<file path="src/sv/ssrch_pkg.sv">
package ssrch_pkg;

   localparam int PAT_MAX = 32;
   localparam int TXT_MAX = 1024;
   localparam int ALPHA   = 256;

   localparam int BYTE_W  = 8;
   localparam int PAT_AW  = $clog2(PAT_MAX);
   localparam int PCNT_W  = $clog2(PAT_MAX + 1);
   localparam int TXT_AW  = $clog2(TXT_MAX);
   localparam int TCNT_W  = $clog2(TXT_MAX + 1);
   localparam int SHIFT_W = $clog2(PAT_MAX + 2);
   localparam int POS_W   = $clog2(TXT_MAX + PAT_MAX + 2);
   localparam int OFF_W   = 10;
   localparam int RSP_W   = 16;

   typedef enum logic [1:0] {
      REQ_PAT    = 2'd0,
      REQ_TXT    = 2'd1,
      REQ_SEARCH = 2'd2
   } req_kind_type;

   typedef enum logic [3:0] {
      ST_IDLE,
      ST_BLD_RD,
      ST_BLD_WR,
      ST_CMP_CHK,
      ST_CMP_RD,
      ST_CMP_EV,
      ST_SH_RD,
      ST_SH_TBL,
      ST_SH_ADD,
      ST_HIT,
      ST_MISS,
      ST_RESP
   } state_type;

   typedef struct packed {
      logic load_pat;
      logic load_txt;
      logic init;
      logic bld_rd;
      logic bld_wr;
      logic cmp_rd;
      logic cmp_adv;
      logic sh_rd;
      logic sh_tbl;
      logic sh_add;
      logic res_hit;
      logic res_miss;
   } cmd_type;

   typedef struct packed {
      logic m_zero;
      logic bld_last;
      logic win_fits;
      logic cmp_eq;
      logic cmp_last;
   } stat_type;

endpackage

</file>
<file path="src/sv/ssrch_ctrl.sv">
module ssrch_ctrl (
   input  logic               clock,
   input  logic               reset,
   input  logic               req_tvalid,
   output logic               req_tready,
   input  logic [1:0]         req_kind,
   output logic               rsp_tvalid,
   input  logic               rsp_tready,
   input  ssrch_pkg::stat_type stat,
   output ssrch_pkg::cmd_type  cmd
);
   import ssrch_pkg::*;

   state_type state_ff;
   state_type state_in;
   logic      can_take;
   logic      take;
   logic      is_search;

   // A new item may enter while the result waits, except a search, which
   // has to wait until the result leaves.
   assign is_search  = (req_kind == REQ_SEARCH);
   assign can_take   = (state_ff == ST_IDLE) ||
                       ((state_ff == ST_RESP) && (!is_search || rsp_tready));
   assign req_tready = can_take;
   assign take       = req_tvalid && can_take;

   always_ff @(posedge clock) begin
      if (reset) begin
         state_ff <= ST_IDLE;
      end else begin
         state_ff <= state_in;
      end
   end

   always_comb begin
      state_in = state_ff;
      unique case (state_ff)
         ST_IDLE: begin
            if (take && is_search) begin
               state_in = stat.m_zero ? ST_HIT : ST_BLD_RD;
            end
         end
         ST_BLD_RD: state_in = ST_BLD_WR;
         ST_BLD_WR: begin
            state_in = stat.bld_last ? ST_CMP_CHK : ST_BLD_RD;
         end
         ST_CMP_CHK: begin
            state_in = stat.win_fits ? ST_CMP_RD : ST_MISS;
         end
         ST_CMP_RD: state_in = ST_CMP_EV;
         ST_CMP_EV: begin
            if (!stat.cmp_eq) begin
               state_in = ST_SH_RD;
            end else if (stat.cmp_last) begin
               state_in = ST_HIT;
            end else begin
               state_in = ST_CMP_RD;
            end
         end
         ST_SH_RD:  state_in = ST_SH_TBL;
         ST_SH_TBL: state_in = ST_SH_ADD;
         ST_SH_ADD: state_in = ST_CMP_CHK;
         ST_HIT:    state_in = ST_RESP;
         ST_MISS:   state_in = ST_RESP;
         ST_RESP: begin
            if (take && is_search) begin
               state_in = stat.m_zero ? ST_HIT : ST_BLD_RD;
            end else if (rsp_tready) begin
               state_in = ST_IDLE;
            end
         end
         default: state_in = ST_IDLE;
      endcase
   end

   always_comb begin
      cmd          = '0;
      rsp_tvalid   = 1'b0;
      cmd.load_pat = take && (req_kind == REQ_PAT);
      cmd.load_txt = take && (req_kind == REQ_TXT);
      cmd.init     = take && is_search;
      unique case (state_ff)
         ST_IDLE:    ;
         ST_BLD_RD:  cmd.bld_rd = 1'b1;
         ST_BLD_WR:  cmd.bld_wr = 1'b1;
         ST_CMP_CHK: ;
         ST_CMP_RD:  cmd.cmp_rd = 1'b1;
         ST_CMP_EV:  cmd.cmp_adv = stat.cmp_eq && !stat.cmp_last;
         ST_SH_RD:   cmd.sh_rd = 1'b1;
         ST_SH_TBL:  cmd.sh_tbl = 1'b1;
         ST_SH_ADD:  cmd.sh_add = 1'b1;
         ST_HIT:     cmd.res_hit = 1'b1;
         ST_MISS:    cmd.res_miss = 1'b1;
         ST_RESP:    rsp_tvalid = 1'b1;
         default:    ;
      endcase
   end

endmodule

</file>
<file path="config.mk">
export PLATFORM = sky130hd
export DESIGN_NAME = ssrch_ctrl
export DESIGN_NICKNAME = d
export VERILOG_FILES = /design/src/sv/ssrch_pkg.sv /design/src/sv/ssrch_ctrl.sv
export SDC_FILE = /design/constraint.sdc
export NUM_CORES = 1
export LEC_CHECK = 0
export BUFFER_PORTS_ARGS = -buffer_cell sky130_fd_sc_hd__buf_2
export CELL_PAD_IN_SITES_DETAIL_PLACEMENT = 1
export CELL_PAD_IN_SITES_GLOBAL_PLACEMENT = 1
export CORE_MARGIN = 2
export CORE_UTILIZATION = 29
export DETAILED_ROUTE_END_ITERATION = 8
export HOLD_SLACK_MARGIN = 0.06
export PLACE_DENSITY = 0.75
export SLEW_MARGIN = 20
export SYNTH_ARGS = -nofsm -noshare
export SYNTH_HDL_FRONTEND = slang
export SYNTH_SLANG_ARGS = --single-unit
</file>
<file path="constraint.sdc">
create_clock -name clock -period 1.45 [get_ports clock]
set_input_delay 0.145 -clock clock [delete_from_list [all_inputs] [get_ports clock]]
set_output_delay 0.145 -clock clock [all_outputs]
set_load 0.05 [all_outputs]
</file>
### After elaboration in Yosys (flattened, before gate mapping)

Index checks and enable logic that the tools add are counted.

* register bits: 4
* bits of input ports: 11
* output and inout bits: 14
* word-level logic and storage cells: 49

* equality and inequality tests: 15
* muxes and demuxes: 19
* reduce and logical (&&, ||, !) cells: 14

Operators by type and width (number)
* $pmux W4 S11: 1
* $mux W4: 7
* $eq A4 B3 Y1 const B: 4
* $eq A4 B4 Y1 const B: 4
* $mux W1: 10
* $eq A4 B2 Y1 const B: 2
* $logic_and A1 B1 Y1: 6
* $eq A4 B1 Y1 const B: 1
* $logic_not A4 Y1: 1
* $ne A3 B3 Y1 const B: 1
* $eq A2 B1 Y1 const B: 1
* $eq A2 B2 Y1 const B: 1
* $logic_not A1 Y1: 2
* $logic_not A2 Y1: 1
* $logic_or A1 B1 Y1: 2
* $mux W2: 1
* $ne A2 B2 Y1 const B: 1
* $reduce_and A2 Y1: 1
* $reduce_or A2 Y1: 1

### Depth between registers and ports, before layout

* depth in word-level cells: 9
* mapped depth: 6
* depth with buffers taken out: 4

### Least setup slack after synthesis

Ideal clock, no wire load.

* path kind: register to output
* start point: register state_ff[2]
* end point: output cmd[5] (netlist name)
* arrival time: 2.222 ns
* required time: 1.305 ns
* setup slack: -0.917 ns
* cell stages (with the launch flop): 5
* path buffers: 2
* cell sequence: dfxtp_1 -> buf_2 -> buf_2 -> nand2_1 -> nor4_1

RTL lines
* start: declaration: line ssrch_ctrl.sv:14 `state_type state_ff;`
* start signal: assignment: line ssrch_ctrl.sv:32 `state_ff <= state_in;`
* end: declaration: line ssrch_ctrl.sv:10 `output ssrch_pkg::cmd_type cmd`

==> flow_summary.toml <==
[detailed_routing]
wl_per_cell_um = 15.97
wl_um = 1996
via_per_inst = 5.792
first_pass_iters = 4
antenna_left = 0
vias = 724
drc = 0
drt_iter0_drc = 8

[placement]
port-buffer-count = 24
dp_hpwl_um = 1369
globalplace.congestion = 0.7830
dp.cells = 117

[yosys]
synth_xor_area_frac = 0
ys_ff_latch = 4
ys_warn_count = 0
synthAdderAreaFrac = 0
synth_edf_count = 0
synthDistinctLibCells = 33
synth_compound_area_frac = 0.3075
synthSimpleGateAreaFrac = 0.4075
synth_cells = 74
synth_top_cell_area_share = 0.1600
synth_top_family_by_area = "simple AND/OR/NAND/NOR gates"
synthFlopType = "dfxtp_1"
synthMuxAreaShare = 0
ys_seq_area_frac = 0.1600
ys_async_sr_fraction = 0
syn_nets = 85
avgSynthCellArea_sq_um = 6.763
ys_top_cells_by_area = "dfxtp_1 16%, nor3_1 6.0%, nor2_1 6.0%"
yosysTopAreaCell = "dfxtp_1"
syn-cell-area_sq_um = 500.5

[global_route]
grt_use_total = 0.1935
grt_pass1_wl_um = 2946
grt_pass1_vias = 644
grt_max_degree = 12
antenna_found_initial = 0
gr-total-overflow = 0

[clock_network]
cts_buffers = 3
clk_path_buf_depth = 2
clk_transition_reported_paths_ps = 40
ctsHoldBuffers = 0
root_buffer = "clkbuf_4"
cts_tree = "built"
clk_latency_ps = 240
cts.sinks = 4
h-tree-depth = 1

[layout]
final_cells = 125
areaGrowthSynthToFinish_pct = 76.50
drive_gt1_frac = 0.5648
final_nets = 121
reg.largest.list = "state_ff x4"
top_register = "state_ff"
antenna_cells = 0
largest_register_ffs = 4

[worst_setup_path]
r2r_cells = 4
worstSetupPathType = "reg2out"
crit_arrival_ps = 1370
start_kind = "flop"
crit_required_ps = 1310
r2r_end = "state_ff[3]"
rr_startpoint = "state_ff[0]"
r2r_setup_slack_ps = 70
crit_fanout = 5
endpoint_kind = "output pin"
crit_start = "state_ff[1]"

[timing]
clock_skew_ps = 6.661
tightest_slew_ps = 430.0
rsz0062_at_grt = "yes"
layout_setup_ws_ps = -60.54
finalMaxSlewViolations = 0
setup_viol = 3
fin_tns_setup_ps = -112.7
fin_crit_sh = 1.042
fin_crit_ps = 1511
relSlewSlack = 0.7107
final-hold-violation-count = 0
max_freq_mhz = 662.0

[floorplan]
rows = 15
die_x_um = 45.54
die_h_um = 45.54
pin_count = 25
core_sq_um = 1670
dieArea_sq_um = 2074
start_util = 0.2996

[min_path]
holdPathStages = 2
hold_path.class = "in2reg"
holdCritStartpoint = "reset"
hold_end = "state_ff[2]"

[pwr]
power.density_nw_per_um2 = 1698
vdd_drop_max_v = 0.001023
p_leak_uw = 0.0003926

[outcome]
violations = "setup timing"
outcome = "complete, but fails checks"

[flow_run]
drv_cap = 0
## report_power, final
part           switching (uW)  leakage, uW  internal [uW]
logic                     654     0.000344            462
registers                75.9    0.0000353            162
clock network            53.5    0.0000138           93.1
## through the flow
step                      instance area, sq um  hold WS (ps)  power (uW)  setup slack (ps)    util
final                                    883.3         173.7        1500            -60.54  0.5288
after detailed placement                 716.9         427.9        1130             18.26  0.4292
after global routing                     883.3         183.0        1605            -115.4  0.5288
after floorplan                          551.8         234.7       909.2            -373.1       -
after global placement                   716.9         423.1        1118             57.07  0.4292
after CTS                                819.5         177.5        1413            -29.23  0.4906
## cells by family after synthesis
family	count (synthesis)
AO/OA/AOI/OAI	21
AND/OR/NAND/NOR	38
flip-flops	4
buffers and inverters	11
## per-layer routing
layer	GRT usage	share of wire	up-vias
met5	0	0	-
met4	0.05294	0.026	0
met3	0	0.038	4
met2	0.3577	0.54	31
met1	0.2440	0.40	342
li1	-	-	347
## layout by cell type (no fill, tap or decap), types with 2 or more instances in the layout
cell / count
dfxtp_4: 3
buf_6: 8
nand3_1: 4
nor3_2: 6
nor2_2: 2
o21ai_0: 4
a31oi_1: 2
nor2_4: 2
clkbuf_4: 5
nand2b_1: 2
inv_1: 3
nor2_1: 4
buf_2: 12
buf_4: 16
nand2_1: 6
a21oi_1: 3
nor4_1: 2
## worst max path at each step
| stage | depth (start not counted) | end | slack, ps |
|---|---|---|---|
| global route | 5 | cmd[11] | -120 |
| CTS | 5 | cmd[11] | -30 |
| finish | 5 | cmd[11] | -60 |
| global placement | 4 | cmd[10] | 60 |
| detailed placement | 4 | cmd[11] | 20 |
| floorplan | 4 | cmd[5] | -370 |
## cell usage after synthesis, types with 2 or more instances
master,count
nor2_1,8
nand2_1,6
nor3_1,6
buf_2,5
dfxtp_1,4
nand3_1,4
o21ai_0,4
a21oi_1,3
inv_1,3
nand2b_1,3
nor4_1,3
a31oi_1,2
and3_1,2
buf_4,2
## worst max-delay path, cell delays in order, from the launching register on
cell	delay, ps
dfxtp_4	360
nor3_4	240
o211ai_1	110
buf_4	160
nor2_4	100
buf_8	150
## area by class of cell
cell class / instances / area (sq um)
Fill cell: 219 / 787.0
Inverter: 3 / 11.26
Clock buffer: 3 / 22.52
Multi-Input combinational cell: 59 / 435.4
Tap cell: 17 / 21.27
Sequential cell: 4 / 92.59
Timing Repair Buffer: 39 / 300.3
## timing repair
item                                    in CTS  in global routing
gates resized for setup                     19                 17
setup buffers                                4                  1
gates cloned                                 0                  0
endpoints found under the setup margin      14                 11
pin swaps                                    2                  1
Note: power is estimated with default switching activity, not from simulation.
